File: src/hdl/rtp_fragment_frame_reassembler_defines.svh
// Assertion macros used by the reassembler top level.
`ifndef RTP_FRAGMENT_FRAME_REASSEMBLER_DEFINES_SVH
`define RTP_FRAGMENT_FRAME_REASSEMBLER_DEFINES_SVH

// Implication checked at every clock edge outside reset.
`define RFR_ASSERT(label, clk, rst, prop, msg) \
   label: assert property (@(posedge clk) disable iff (rst) prop) else $error(msg);

// Implication checked at every clock edge, reset included.
`define RFR_ASSERT_ALWAYS(label, clk, prop, msg) \
   label: assert property (@(posedge clk) prop) else $error(msg);

`endif

File: src/hdl/rfr_pkg.sv
`default_nettype none

package rfr_pkg;

   localparam int SIZE_BITS = 24;
   localparam int KIND_W    = 4;
   localparam int SEQ_W     = 16;
   localparam int TIME_W    = 64;
   localparam int MEDIA_W   = 4;
   localparam int PAY_W     = 16;
   localparam int FRAME_W   = 24;
   localparam int CSR_IDX_W = 4;
   localparam int CSR_DATA_W = 24;

   localparam int BYTES_W = (SIZE_BITS > PAY_W) ? SIZE_BITS : PAY_W;
   localparam int LIM_W   = ((SIZE_BITS > FRAME_W) ? SIZE_BITS : FRAME_W) + 1;

   localparam logic [SIZE_BITS-1:0] SIZE_MASK = '1;

   localparam logic [FRAME_W-1:0] MAX_FRAME_BYTES_RESET = 24'd4194304;

   // fragment kinds
   localparam logic [KIND_W-1:0] KIND_ATOMIC = 4'h0;
   localparam logic [KIND_W-1:0] KIND_FIRST  = 4'h1;
   localparam logic [KIND_W-1:0] KIND_LAST   = 4'h2;
   localparam logic [KIND_W-1:0] KIND_MIDDLE = 4'h3;

   // register indexes
   localparam logic [CSR_IDX_W-1:0] CSR_MAX_FRAME_BYTES = 4'd0;
   localparam logic [CSR_IDX_W-1:0] CSR_WAIT_KEY        = 4'd1;

   typedef enum logic [3:0] {
      ST_FRAME_OUT      = 4'd0,
      ST_FIRST_CACHED   = 4'd1,
      ST_MIDDLE_CACHED  = 4'd2,
      ST_EMPTY          = 4'd3,
      ST_FIRST_OVERFLOW = 4'd4,
      ST_NO_FIRST       = 4'd5,
      ST_SEQ_GAP        = 4'd6,
      ST_CTX_CHANGED    = 4'd7,
      ST_OVERFLOW       = 4'd8,
      ST_WAIT_KEY       = 4'd9,
      ST_BAD_TYPE       = 4'd10
   } status_type;

   typedef struct packed {
      logic [KIND_W-1:0]  fragment_kind;
      logic [SEQ_W-1:0]   seq_number;
      logic [TIME_W-1:0]  time_stamp;
      logic [MEDIA_W-1:0] media_kind;
      logic               is_key;
      logic [PAY_W-1:0]   payload_bytes;
   } req_type;

   typedef struct packed {
      status_type         status;
      logic               frame_ready;
      logic               dropped;
      logic [FRAME_W-1:0] frame_bytes;
      logic               echo_key;
      logic [MEDIA_W-1:0] echo_media_kind;
      logic [SEQ_W-1:0]   echo_seq;
      logic [TIME_W-1:0]  echo_time;
      logic [PAY_W-1:0]   echo_payload_bytes;
   } rsp_type;

   typedef struct packed {
      logic [FRAME_W-1:0] max_frame_bytes;
      logic               wait_for_key_frame;
   } cfg_type;

   typedef struct packed {
      logic                 assembling;
      logic [SEQ_W-1:0]     expected_seq;
      logic [TIME_W-1:0]    frame_time;
      logic [MEDIA_W-1:0]   frame_media_kind;
      logic                 seen_key_frame;
      logic [SIZE_BITS-1:0] cached_bytes;
   } ctx_type;

endpackage

`default_nettype wire

File: src/hdl/rfr_cfg_regs.sv
`default_nettype none

module rfr_cfg_regs
   import rfr_pkg::*;
(
   input  wire logic                  clock,
   input  wire logic                  reset,
   input  wire logic                  csr_valid,
   output logic                       csr_ready,
   input  wire logic [CSR_IDX_W-1:0]  csr_index,
   input  wire logic [CSR_DATA_W-1:0] csr_wdata,
   output cfg_type                    cfg
);

   cfg_type cfg_ff;
   cfg_type cfg_in;

   assign csr_ready = 1'b1;
   assign cfg       = cfg_ff;

   always_comb begin
      cfg_in = cfg_ff;
      if (csr_valid) begin
         case (csr_index)
            CSR_MAX_FRAME_BYTES: cfg_in.max_frame_bytes = FRAME_W'(csr_wdata);
            CSR_WAIT_KEY:        cfg_in.wait_for_key_frame = csr_wdata[0];
            default:             cfg_in = cfg_ff;
         endcase
      end
   end

   always_ff @(posedge clock) begin
      if (reset) begin
         cfg_ff.max_frame_bytes    <= MAX_FRAME_BYTES_RESET;
         cfg_ff.wait_for_key_frame <= 1'b0;
      end else begin
         cfg_ff <= cfg_in;
      end
   end

endmodule

`default_nettype wire

File: src/hdl/rfr_decide.sv
`default_nettype none

module rfr_decide
   import rfr_pkg::*;
(
   input  wire req_type pkt,
   input  wire ctx_type ctx,
   input  wire cfg_type cfg,
   output rsp_type      result,
   output ctx_type      ctx_next
);

   logic [LIM_W-1:0]     limit;
   logic [LIM_W-1:0]     sum;
   logic [SIZE_BITS-1:0] sum_trunc;
   logic [SEQ_W-1:0]     seq_inc;
   logic [BYTES_W-1:0]   bytes;
   logic                 release_frame;
   status_type           status;

   assign limit = (LIM_W'(cfg.max_frame_bytes) < LIM_W'(SIZE_MASK)) ?
                  LIM_W'(cfg.max_frame_bytes) : LIM_W'(SIZE_MASK);
   assign sum       = LIM_W'(ctx.cached_bytes) + LIM_W'(pkt.payload_bytes);
   assign sum_trunc = SIZE_BITS'(sum);
   assign seq_inc   = pkt.seq_number + 16'd1;

   always_comb begin
      ctx_next      = ctx;
      status        = ST_BAD_TYPE;
      bytes         = BYTES_W'(ctx.cached_bytes);
      release_frame = 1'b0;

      if (pkt.payload_bytes == '0) begin
         status = ST_EMPTY;
      end else begin
         case (pkt.fragment_kind)
            KIND_ATOMIC: begin
               ctx_next.assembling   = 1'b0;
               ctx_next.cached_bytes = '0;
               release_frame         = 1'b1;
               bytes                 = BYTES_W'(pkt.payload_bytes);
            end
            KIND_FIRST: begin
               bytes = '0;
               if (LIM_W'(pkt.payload_bytes) > limit) begin
                  ctx_next = '0;
                  status   = ST_FIRST_OVERFLOW;
               end else begin
                  ctx_next.assembling       = 1'b1;
                  ctx_next.expected_seq     = seq_inc;
                  ctx_next.frame_time       = pkt.time_stamp;
                  ctx_next.frame_media_kind = pkt.media_kind;
                  ctx_next.cached_bytes     = SIZE_BITS'(pkt.payload_bytes);
                  status                    = ST_FIRST_CACHED;
               end
            end
            KIND_LAST, KIND_MIDDLE: begin
               if (!ctx.assembling) begin
                  status = ST_NO_FIRST;
               end else if (pkt.seq_number != ctx.expected_seq) begin
                  ctx_next = '0;
                  status   = ST_SEQ_GAP;
                  bytes    = '0;
               end else if (pkt.time_stamp != ctx.frame_time ||
                            pkt.media_kind != ctx.frame_media_kind) begin
                  ctx_next = '0;
                  status   = ST_CTX_CHANGED;
                  bytes    = '0;
               end else if (sum > limit) begin
                  ctx_next = '0;
                  status   = ST_OVERFLOW;
                  bytes    = '0;
               end else begin
                  ctx_next.expected_seq = seq_inc;
                  bytes                 = BYTES_W'(sum_trunc);
                  if (pkt.fragment_kind == KIND_LAST) begin
                     ctx_next.cached_bytes = '0;
                     ctx_next.assembling   = 1'b0;
                     release_frame         = 1'b1;
                  end else begin
                     ctx_next.cached_bytes = sum_trunc;
                     status                = ST_MIDDLE_CACHED;
                  end
               end
            end
            default: status = ST_BAD_TYPE;
         endcase
      end

      // when wait_for_key_frame is set, hold back non-key frames until a key frame has gone out
      if (release_frame) begin
         if (cfg.wait_for_key_frame && !ctx.seen_key_frame && !pkt.is_key) begin
            status = ST_WAIT_KEY;
         end else begin
            status = ST_FRAME_OUT;
            if (pkt.is_key) begin
               ctx_next.seen_key_frame = 1'b1;
            end
         end
      end
   end

   always_comb begin
      result.status             = status;
      result.frame_ready        = (status == ST_FRAME_OUT);
      result.dropped            = (status >= ST_EMPTY);
      result.frame_bytes        = FRAME_W'(bytes);
      result.echo_key           = pkt.is_key;
      result.echo_media_kind    = pkt.media_kind;
      result.echo_seq           = pkt.seq_number;
      result.echo_time          = pkt.time_stamp;
      result.echo_payload_bytes = pkt.payload_bytes;
   end

endmodule

`default_nettype wire

File: src/hdl/rtp_fragment_frame_reassembler.sv
// Packet-header reassembly controller: one header in, one status result out, a
// header may be offered every cycle. Each header is captured in an input
// register, decided combinationally against the frame context (sequence check,
// timestamp and media check, one byte-count add against the frame limit) and
// written to a result register that drives rsp_valid, so each result passes
// through the input register and then the result register. The combinational
// decide stage sets the rate of one header per cycle while the result side is
// not stalled; when both registers hold an item, a stall on rsp_stall
// propagates back to req_stall in the same cycle. Configuration registers take
// a write every cycle (csr_ready is always high) and must be changed only while
// no header is in flight. No initialization pass follows reset.
`default_nettype none

module rtp_fragment_frame_reassembler
   import rfr_pkg::*;
(
   input  wire logic                  clock,
   input  wire logic                  reset,
   input  wire logic                  req_valid,
   output logic                       req_stall,
   input  wire req_type               req_data,
   output logic                       rsp_valid,
   input  wire logic                  rsp_stall,
   output rsp_type                    rsp_data,
   input  wire logic                  csr_valid,
   output logic                       csr_ready,
   input  wire logic [CSR_IDX_W-1:0]  csr_index,
   input  wire logic [CSR_DATA_W-1:0] csr_wdata
);

`include "rtp_fragment_frame_reassembler_defines.svh"

   cfg_type cfg;

   logic    in_valid_ff, in_valid_in;
   req_type in_data_ff;
   logic    rsp_valid_ff, rsp_valid_in;
   rsp_type rsp_data_ff;
   ctx_type ctx_ff;

   rsp_type result;
   ctx_type ctx_next;
   logic    advance;
   logic    move;

   rfr_cfg_regs u_cfg (
      .clock     (clock),
      .reset     (reset),
      .csr_valid (csr_valid),
      .csr_ready (csr_ready),
      .csr_index (csr_index),
      .csr_wdata (csr_wdata),
      .cfg       (cfg)
   );

   rfr_decide u_decide (
      .pkt      (in_data_ff),
      .ctx      (ctx_ff),
      .cfg      (cfg),
      .result   (result),
      .ctx_next (ctx_next)
   );

   // result register frees up when empty or when its transfer completes
   assign advance   = !rsp_valid_ff || !rsp_stall;
   assign move      = in_valid_ff && advance;
   assign req_stall = in_valid_ff && !advance;
   assign rsp_valid = rsp_valid_ff;
   assign rsp_data  = rsp_data_ff;

   always_comb begin
      in_valid_in  = req_stall ? in_valid_ff : req_valid;
      rsp_valid_in = advance ? in_valid_ff : rsp_valid_ff;
   end

   always_ff @(posedge clock) begin
      if (reset) begin
         in_valid_ff  <= 1'b0;
         rsp_valid_ff <= 1'b0;
         ctx_ff       <= '0;
      end else begin
         in_valid_ff  <= in_valid_in;
         rsp_valid_ff <= rsp_valid_in;
         if (move) begin
            ctx_ff <= ctx_next;
         end
      end
   end

   always_ff @(posedge clock) begin
      if (req_valid && !req_stall) begin
         in_data_ff <= req_data;
      end
      if (move) begin
         rsp_data_ff <= result;
      end
   end

   `RFR_ASSERT_ALWAYS(a_stall_needs_item, clock, !in_valid_ff |-> !req_stall, "stall without item")
   `RFR_ASSERT(a_idle_no_bytes, clock, reset, !ctx_ff.assembling |-> ctx_ff.cached_bytes == '0, "bytes cached while idle")
   `RFR_ASSERT(a_first_opens, clock, reset, (move && result.status == ST_FIRST_CACHED) |=> ctx_ff.assembling, "first fragment did not open frame")
   `RFR_ASSERT(a_error_clears, clock, reset, (move && (result.status == ST_FIRST_OVERFLOW || result.status == ST_SEQ_GAP || result.status == ST_CTX_CHANGED || result.status == ST_OVERFLOW)) |=> ctx_ff == '0, "context not cleared after error")

endmodule

`default_nettype wire
File: config.mk
export PLATFORM = sky130hd
export DESIGN_NAME = rtp_fragment_frame_reassembler
export DESIGN_NICKNAME = d
export VERILOG_FILES = /design/src/hdl/rfr_pkg.sv /design/src/hdl/rfr_cfg_regs.sv /design/src/hdl/rfr_decide.sv /design/src/hdl/rtp_fragment_frame_reassembler.sv
export VERILOG_INCLUDE_DIRS = /design/src /design/src/hdl
export SDC_FILE = /design/constraint.sdc
export NUM_CORES = 1
export LEC_CHECK = 0
export ABC_AREA = 1
export BUFFER_PORTS_ARGS = -buffer_cell sky130_fd_sc_hd__clkbuf_2
export CORE_ASPECT_RATIO = 0.7
export CORE_MARGIN = 5
export CORE_UTILIZATION = 51
export CTS_BUF_LIST = sky130_fd_sc_hd__clkbuf_4 sky130_fd_sc_hd__clkbuf_8
export DETAILED_ROUTE_END_ITERATION = 16
export PLACE_DENSITY = 0.78
export SYNTH_ARGS = -nofsm -noshare
export SYNTH_HDL_FRONTEND = slang
export SYNTH_HIERARCHICAL = 1
export SYNTH_SLANG_ARGS = --single-unit
File: constraint.sdc
create_clock -name clock -period 27.7 [get_ports clock]
set_clock_uncertainty 0.2 [all_clocks]
set_input_delay 5.54 -clock clock [delete_from_list [all_inputs] [get_ports clock]]
set_output_delay 5.54 -clock clock [all_outputs]
set_load 0.1 [all_outputs]
# Yosys cells after proc, flatten, opt, wreduce, memory -nomap -nowiden
# Index checks and enable logic that the tools add are counted.
[op_classes]
eq_ne = 9
magnitude_cmp = 4
bitwise_logic = 1
mux = 42
n_addsub = 2
reduce_logical = 26
[ops]
columns = ["cell", "n"]
rows = [
  ["2-to-1 mux 110 bit", 3],
  ["2-to-1 mux 24 bit", 8],
  ["case mux 85 bit (2 select lines)", 1],
  ["case mux 24 bit (3 select lines)", 2],
  ["2-to-1 mux 85 bit", 1],
  ["2-to-1 mux 69 bit", 1],
  ["!= test 64 bit", 1],
  ["2-to-1 mux 4 bit", 8],
  ["adder 24 x 16 -> 25 bit", 1],
  ["> comparator 16 x 25 -> 1 bit", 1],
  ["> comparator 25 bit", 1],
  ["2-to-1 mux 25 bit", 1],
  ["< comparator 24 bit, second input constant", 1],
  ["2-to-1 mux 17 bit", 1],
  ["adder 16 x 1 -> 16 bit, second input constant", 1],
  ["zero test 16 bit", 1],
  ["2-to-1 mux 16 bit", 1],
  ["!= test 16 bit", 1],
  ["zero test 4 bit", 3],
  ["2-to-1 mux 1 bit", 11],
  ["== test 4 x 1 -> 1 bit, second input constant", 2],
  ["== test 4 x 2 -> 1 bit, second input constant", 2],
  ["case mux 4 bit (2 select lines)", 1],
  ["AND reduction 4 bit", 2],
  ["17 further kinds", 28],
]
[totals]
regBits = 373
word_cells = 109
output_inout_bits = 134

# Logic depth before layout (Yosys ltp)
# Gate-level depths: netlist of run 1.
[depth]
ltp_word = 12
ltp_mapped = 36
depth_no_buf = 34

# Hierarchy
# The synthesis of run 1 kept the hierarchy.
[by_module_without_submodules]
columns = ["mod", "cells_per_inst", "area_per_inst_um2", "n_inst"]
rows = [
  ["rtp_fragment_frame_reassembler", 970, 12055.3, 1],
  ["rfr_decide", 1431, 7442.1, 1],
  ["rfr_cfg_regs", 216, 1318.8, 1],
]

# Worst setup path after synthesis of run 1
# OpenSTA, ideal clock, no wires.
[synth_path]
path_type = "input to register"
from = "input rsp_stall"
to = "register rsp_data_ff, in the netlist rsp_data[0] (enable)"
slack_ns = 14.970
arrival_time_ns = 11.866
n_path_buf = 0
cell_stages = 1
cell_sequence = "a21oi_1"
[synth_between]
elab_chain_cells = 3
[synth_lines]
columns = ["item", "line_no", "source"]
rows = [
  ["from (decl)", "rtp_fragment_frame_reassembler.sv:23", "input wire logic rsp_stall,"],
  ["zero test 1 bit", "rtp_fragment_frame_reassembler.sv:65", "assign advance = !rsp_valid_ff || !rsp_stall;"],
  ["logical OR 1 bit", "rtp_fragment_frame_reassembler.sv:65", ""],
  ["logical AND 1 bit", "rtp_fragment_frame_reassembler.sv:66", "assign move = in_valid_ff && advance;"],
  ["to (signal assigned)", "rtp_fragment_frame_reassembler.sv:95", "rsp_data_ff <= result;"],
  ["to (decl)", "rtp_fragment_frame_reassembler.sv:38", "rsp_type rsp_data_ff;"],
]
# No other way between the ends.
# A chain may end at the register's enable or synchronous reset.

# Final worst setup path of run 1
[layout_path]
from = "input rsp_stall"
to = "output req_stall"
[layout_between]
elab_chain_cells = 4
[layout_lines]
columns = ["item", "line_no", "source"]
rows = [
  ["zero test 1 bit", "rtp_fragment_frame_reassembler.sv:65", ""],
  ["logical OR 1 bit", "rtp_fragment_frame_reassembler.sv:65", ""],
  ["zero test 1 bit", "rtp_fragment_frame_reassembler.sv:67", "assign req_stall = in_valid_ff && !advance;"],
  ["logical AND 1 bit", "rtp_fragment_frame_reassembler.sv:67", ""],
  ["to (decl)", "rtp_fragment_frame_reassembler.sv:20", "output logic req_stall,"],
]
# No other way between the ends.

==> summary.txt, run 1 <==
Outcome
  • Status: complete, no violations

Logic synthesis
  • Async set or reset register ratio after synthesis: 0%
  • Post-synth EDFFs: 236
  • Synth Register Bits: 373
  • Dominant synthesized flop cell: edfxtp_1
  • Yosys warning total: 6
  • Netlist cell types: 46
  • Syn Inst Count: 2617
  • Seq/Total Area, Yosys: 47.2%
  • Syn Area/Cell: 7.95 um2
  • Mapped Area: 0.0208 mm2
  • Syn nets: 2813

Floorplanning
  • Die area: 0.0450 mm2
  • Die Height: 179 um
  • Initial Util: 52.0%
  • Top-Level Pins: 272
  • Cell Rows: 61
  • Core box area: 0.0400 mm2
  • Die width: 251 um

Global route
  • First-pass GRT wire length: 87.2 mm
  • GR Util met2: 36.8%
  • Vias in the first global route: 16900
  • Grt total ovfl: 0
  • Initial antenna violation count: 0
  • Pin count of the biggest net entering global routing: 123
  • GR Layer Usage met3: 4.65%
  • Most Crowded Layer GR: met2
  • M1 GR Usage: 33.7%
  • Tot GR Track Use: 23.8%

Worst setup path
  • CP Cell Sequence: clkbuf_2, nand3_1, inv_1, clkbuf_2
  • Buffers plus inverters on the worst setup path: 3
  • Critical path depth: 4
  • Slowest CP cell: clkbuf_2
  • Max Fanout on Critical Path: 3
  • CP startpoint kind: primary input
  • R2R Path End: ctx_ff[56]
  • CP required: 21960 ps
  • Worst setup path endpoint: req_stall
  • Worst-case reg-to-reg path depth: 32
  • R2R setup slack: 21570 ps
  • R2r startpoint: in_data_ff[0]
  • Crit Path Class: in2out
  • CP arrival: 6500 ps
  • Critical path endpoint category: primary output
  • Worst setup startpoint: rsp_stall
  • CP top delay family: buffers and inverters
  • CP peak stage delay: 470 ps
  • Most used cell, CP: clkbuf_2

Finish
  • Layout Utilization: 57.3%
  • Fillers: 3529
  • Layout cell share with drive strength beyond 1: 15.6%
  • Antenna diode count: 0
  • Most common cell after layout, fill and taps aside: nand2_1
  • Post-route cell area: 0.0229 mm2
  • Area growth from synthesis to final layout: 10.1%
  • # nets final: 2935
  • Commonest cells after routing, fill and taps aside: 569 x nand2_1, 345 x inv_1, 292 x nor2_1

STA
  • Setup TNS: 0 ps
  • Max Freq: 0.0817 GHz
  • Final worst slack: 15460 ps
  • Fin. Hold Viols: 0
  • Final min period: 12240 ps
  • RSZ-0062 raised after global routing: no
  • Slew Limit Fails: 0
  • Final Cycle Share: 44.2%
  • Finish-stage setup viols: 0
  • Worst slew pin tran: 1240 ps
  • Max-slew headroom: 17.2%

Pwr
  • Peak VDD IR: 50.7 uV
  • Pwr dens: 62.2 mW/mm2
  • Leak pwr: 10.1 nW

CTS
  • Max clock buf depth: 3
  • CTS tree: yes
  • Clk sinks: 373
  • Hold-fix buffers at CTS: 0
  • CTS buffer count: 59
  • Root cell of the clock tree: clkbuf_8
  • Clk_lat worst skew: 630 ps
  • Post-CTS Repair Setup Buffers: 0
  • Post-cts sizing count: 0
  • H-tree Lvls: 2
  • CTS clk-pin slew, worst paths: 60 ps

Routing
  • Residual DRC count: 0
  • Via density: 5.37
  • Iter 0 DRT Violations: 1894
  • Drt total wl: 55.7 mm
  • WL/cell: 16.8 um
  • Antenna Violating Nets Remaining: 0
  • Drt first pass iters: 8
  • Via Count: 17800

Place
  • DPL Wire Length: 37.2 mm
  • Post-place setup slack: 15470 ps
  • Buffers on Ports: 270
  • Final weighted congestion in routability-driven placement: 0.965
  • DP Area: 0.0216 mm2

Run
  • Max-Cap Viols: 0

Worst hold path
  • Hold WC Path Type: reg2reg
==> logic make-up after synthesis <==
family / count (synthesis) / share of synthesized area (%)
AO/OA/AOI/OAI: 324 / 8.31
other: 1 / 0.0180
buffers and inverters: 576 / 13.0
flip-flops: 373 / 47.2
XOR/XNOR: 79 / 3.32
adder cells (fa/ha/maj): 58 / 3.52
AND/OR/NAND/NOR: 1206 / 24.6
==> worst min-delay path by stage <==
| stage | from | cells past startpoint | to | slack [ps] |
|---|---|---|---|---|
| global route | in_data_ff[63] | 0 | rsp_data[58] | 280 |
| CTS | in_data_ff[63] | 0 | rsp_data[58] | 250 |
| detailed placement | in_data_ff[63] | 0 | rsp_data[58] | 240 |
| finish | in_data_ff[63] | 0 | rsp_data[58] | 250 |
| global placement | in_data_ff[63] | 0 | rsp_data[58] | 240 |
| floorplan | ctx_ff[109] | 2 | ctx_ff[109] | 250 |
==> routing by layer <==
| metal | share of wire, % | routed length, um |
|---|---|---|
| met3 | 9.4 | 5250 |
| met4 | 2.9 | 1630 |
| met1 | 44 | 24500 |
| met5 | 0 | 0 |
| met2 | 44 | 24400 |
==> metrics by stage <==
step                hold WS, ps  cells  power, mW
floorplan                   250   2617      0.870
global placement            241   3213      0.909
detailed placement          241   3213      0.919
CTS                         253   3324       1.43
global route                278   3324       1.49
finish                      250   3324       1.43
==> registers in the layout, summed over array words and instances, names as in the netlist <==
register and cells:
ctx_ff 110, in_data_ff 105, in_valid_ff 1, rsp_data 131
rsp_valid 1, u_cfg/cfg 25
==> report_power, final <==
| group | internal, mW | leakage, nW | total (mW) | switching, mW |
|---|---|---|---|---|
| Combinational | 0.0705 | 6.04 | 0.256 | 0.185 |
| Clock | 0.288 | 0.683 | 0.514 | 0.226 |
| Sequential | 0.626 | 3.38 | 0.656 | 0.0296 |
==> synth_stat cells (15+ instances only) <==
master	instances	area, um2
nand2_1	569	2140
buf_4	114	856
nor2_1	292	1100
dfxtp_1	137	2740
a21oi_1	187	936
o21ai_0	89	445
nand2_2	15	93.8
buf_2	61	305
a31oi_1	15	93.8
nand4_1	47	294
xnor2_1	35	307
clkbuf_1	33	124
nand3_1	235	1180
inv_1	347	1300
edfxtp_1	236	7090
xor2_1	44	385
ha_1	57	713
==> cell type report <==
cell class              instances  area (um2)  share of cell area [%]
clock buffers                  83        1030                    4.49
clock inverters                28         269                    1.17
inverters                     353        1330                    5.80
multi-input cells            1668        8320                    36.3
flip-flops and latches        373        9830                    42.9
well taps                     535         669                    2.92
repair buffers                284        1460                    6.36
Note: power is estimated with default switching activity, not from simulation.
==> run 2: changes to the inputs <==
==> constraint.sdc (replaced) <==
create_clock -name clock -period 11.7 [get_ports clock]
set_clock_uncertainty 0.2 [all_clocks]
set_input_delay 2.34 -clock clock [delete_from_list [all_inputs] [get_ports clock]]
set_output_delay 2.34 -clock clock [all_outputs]
set_load 0.1 [all_outputs]
==> run 2 against run 1 <==
  * Cell area grew 0.25%
  * Global-route usage grew 0.17 points
  * First-iteration DRC count grew 5.3%
  * Critical path depth grew 27
  * Setup slack worse by 9700 ps
  * Die area is the same
  * Utilization up 0.14 points
  * Register-to-register slack worse by 16000 ps
  * Largest cell class unchanged
  * Largest power group unchanged
==> summary.txt, run 2 (synthesis results as in run 1) <==
Outcome
  • Status: complete, no violations

Finish
  • Fillers: 3549
  • Antenna diode count: 0
  • Register area: 0.00983 mm2
  • Multi-input combinational cell area: 0.00832 mm2
  • Max reg flops: 131
  • Area growth from synthesis to final layout: 10.3%
  • Most common cell after layout, fill and taps aside: nand2_1
  • Layout cell share with drive strength beyond 1: 15.6%
  • # nets final: 2935
  • Commonest cells after routing, fill and taps aside: 569 x nand2_1, 345 x inv_1, 292 x nor2_1

Worst setup path
  • Crit Path Class: reg2reg
  • Slowest CP cell: nand2_4
  • CP arrival: 6340 ps
  • Worst setup startpoint: in_data_ff[2]
  • CP required: 12070 ps
  • Max Fanout on Critical Path: 69
  • CP peak stage delay: 640 ps
  • Critical path endpoint category: register
  • CP startpoint kind: register
  • R2r startpoint: in_data_ff[2]
  • Most used cell, CP: nand2_1

Global route
  • Vias in the first global route: 17000
  • Initial antenna violation count: 0
  • Grt total ovfl: 0
  • Pin count of the biggest net entering global routing: 135
  • First-pass GRT wire length: 87.8 mm
  • Tot GR Track Use: 24.0%

Pwr
  • Peak VDD IR: 136 uV
  • Leak pwr: 10.1 nW
  • Pwr dens: 149 mW/mm2

CTS
  • CTS tree: yes
  • Hold-fix buffers at CTS: 0
  • Post-cts sizing count: 0
  • CTS clk-pin slew, worst paths: 70 ps
  • Clk sinks: 373
  • Max clock buf depth: 3
  • H-tree Lvls: 2
  • CTS buffer count: 58
  • Root cell of the clock tree: clkbuf_8
  • Clk_lat worst skew: 640 ps
  • Post-CTS Repair Setup Buffers: 0

Floorplanning
  • Initial Util: 52.0%
  • Die area: 0.0450 mm2
  • Cell Rows: 61
  • Top-Level Pins: 272
  • Die Height: 179 um
  • Core box area: 0.0400 mm2
  • Die width: 251 um

STA
  • Final worst slack: 5740 ps
  • Final Cycle Share: 51.0%
  • Setup TNS: 0 ps
  • Finish-stage setup viols: 0
  • Worst slew pin tran: 1080 ps
  • Max Freq: 0.168 GHz
  • Final min period: 5960 ps
  • Max-slew headroom: 27.6%
  • Slew Limit Fails: 0
  • RSZ-0062 raised after global routing: no
  • Fin. Hold Viols: 0

Worst hold path
  • Hold WC Path Type: reg2reg
  • Hold path startpoint: in_data_ff[63]

Routing
  • Met3 routed WL: 5.04 mm
  • Via density: 5.39
  • Iter 0 DRT Violations: 1994
  • Drt total wl: 56.8 mm
  • WL/cell: 17.1 um
  • Met2 WL: 25.0 mm
  • Residual DRC count: 0
  • Top Layer Used: met4
  • Via Count: 17900
  • Antenna Violating Nets Remaining: 0
  • M1 WL: 25.0 mm
  • Drt first pass iters: 6

Place
  • Post-place setup slack: 5930 ps
  • Buffers on Ports: 270
  • Final weighted congestion in routability-driven placement: 0.956
  • DPL Wire Length: 37.6 mm

Run
  • Max-Cap Viols: 0
[run 2: changes by cell type in the layout (fill, tap and decap cells not counted), sizes merged]
cell / delta
clkbuf: -10
clkinv: +4
bufinv: +2
clkinvlp: +2
buf: +1
inv: +1
[run 2: cell type report]
class	count	share of cell area (%)
Sequential cell	373	42.8
Tap cell	535	2.91
Timing Repair Buffer	285	6.37
Clock buffer	73	4.16
Multi-Input combinational cell	1668	36.2
Clock inverter	37	1.71
Inverter	353	5.79
[run 2: path summary, 6_finish.rpt]
| check | end | slack, ps | cells after the start |
|---|---|---|---|
| max | ctx_ff[40] | 5740 | 31 |
| min | rsp_data[58] | 260 | 0 |
| max reg2reg | ctx_ff[40] | 5740 | 31 |
| min reg2reg | rsp_data[58] | 260 | 0 |
[run 2: power breakdown]
group,internal (mW),switching [mW]
clock network,0.701,0.561
logic,0.167,0.444
registers,1.48,0.0676
total,2.35,1.07
[run 2: routing by layer]
layer  vias to the layer above  track usage [%]
met3                       148             4.50
li1                       8614                -
met4                         0             8.11
met1                      8292             33.7
met5                         -                0
met2                       848             37.6
[run 2: per-stage QoR]
stage | cell area [um2] | power, mW | hold slack (ps) | util, % | instances
global placement | 21600 | 2.15 | 241 | 54.1 | 3214
detailed placement | 21600 | 2.18 | 244 | 54.1 | 3214
CTS | 23000 | 3.44 | 265 | 57.4 | 3324
global route | 23000 | 3.58 | 292 | 57.4 | 3324
finish | 23000 | 3.42 | 260 | 57.4 | 3324
floorplan | 20800 | 2.06 | 250 | - | 2617
[run 2: critical path, delay by kind of cell (launching register included)]
kind,cells,cell delay [ps]
AND/OR/NAND/NOR,19,2440
AO/OA/AOI/OAI,7,1820
adder cells (fa/ha/maj),2,680
flip-flops,1,500
buffers and inverters,3,200
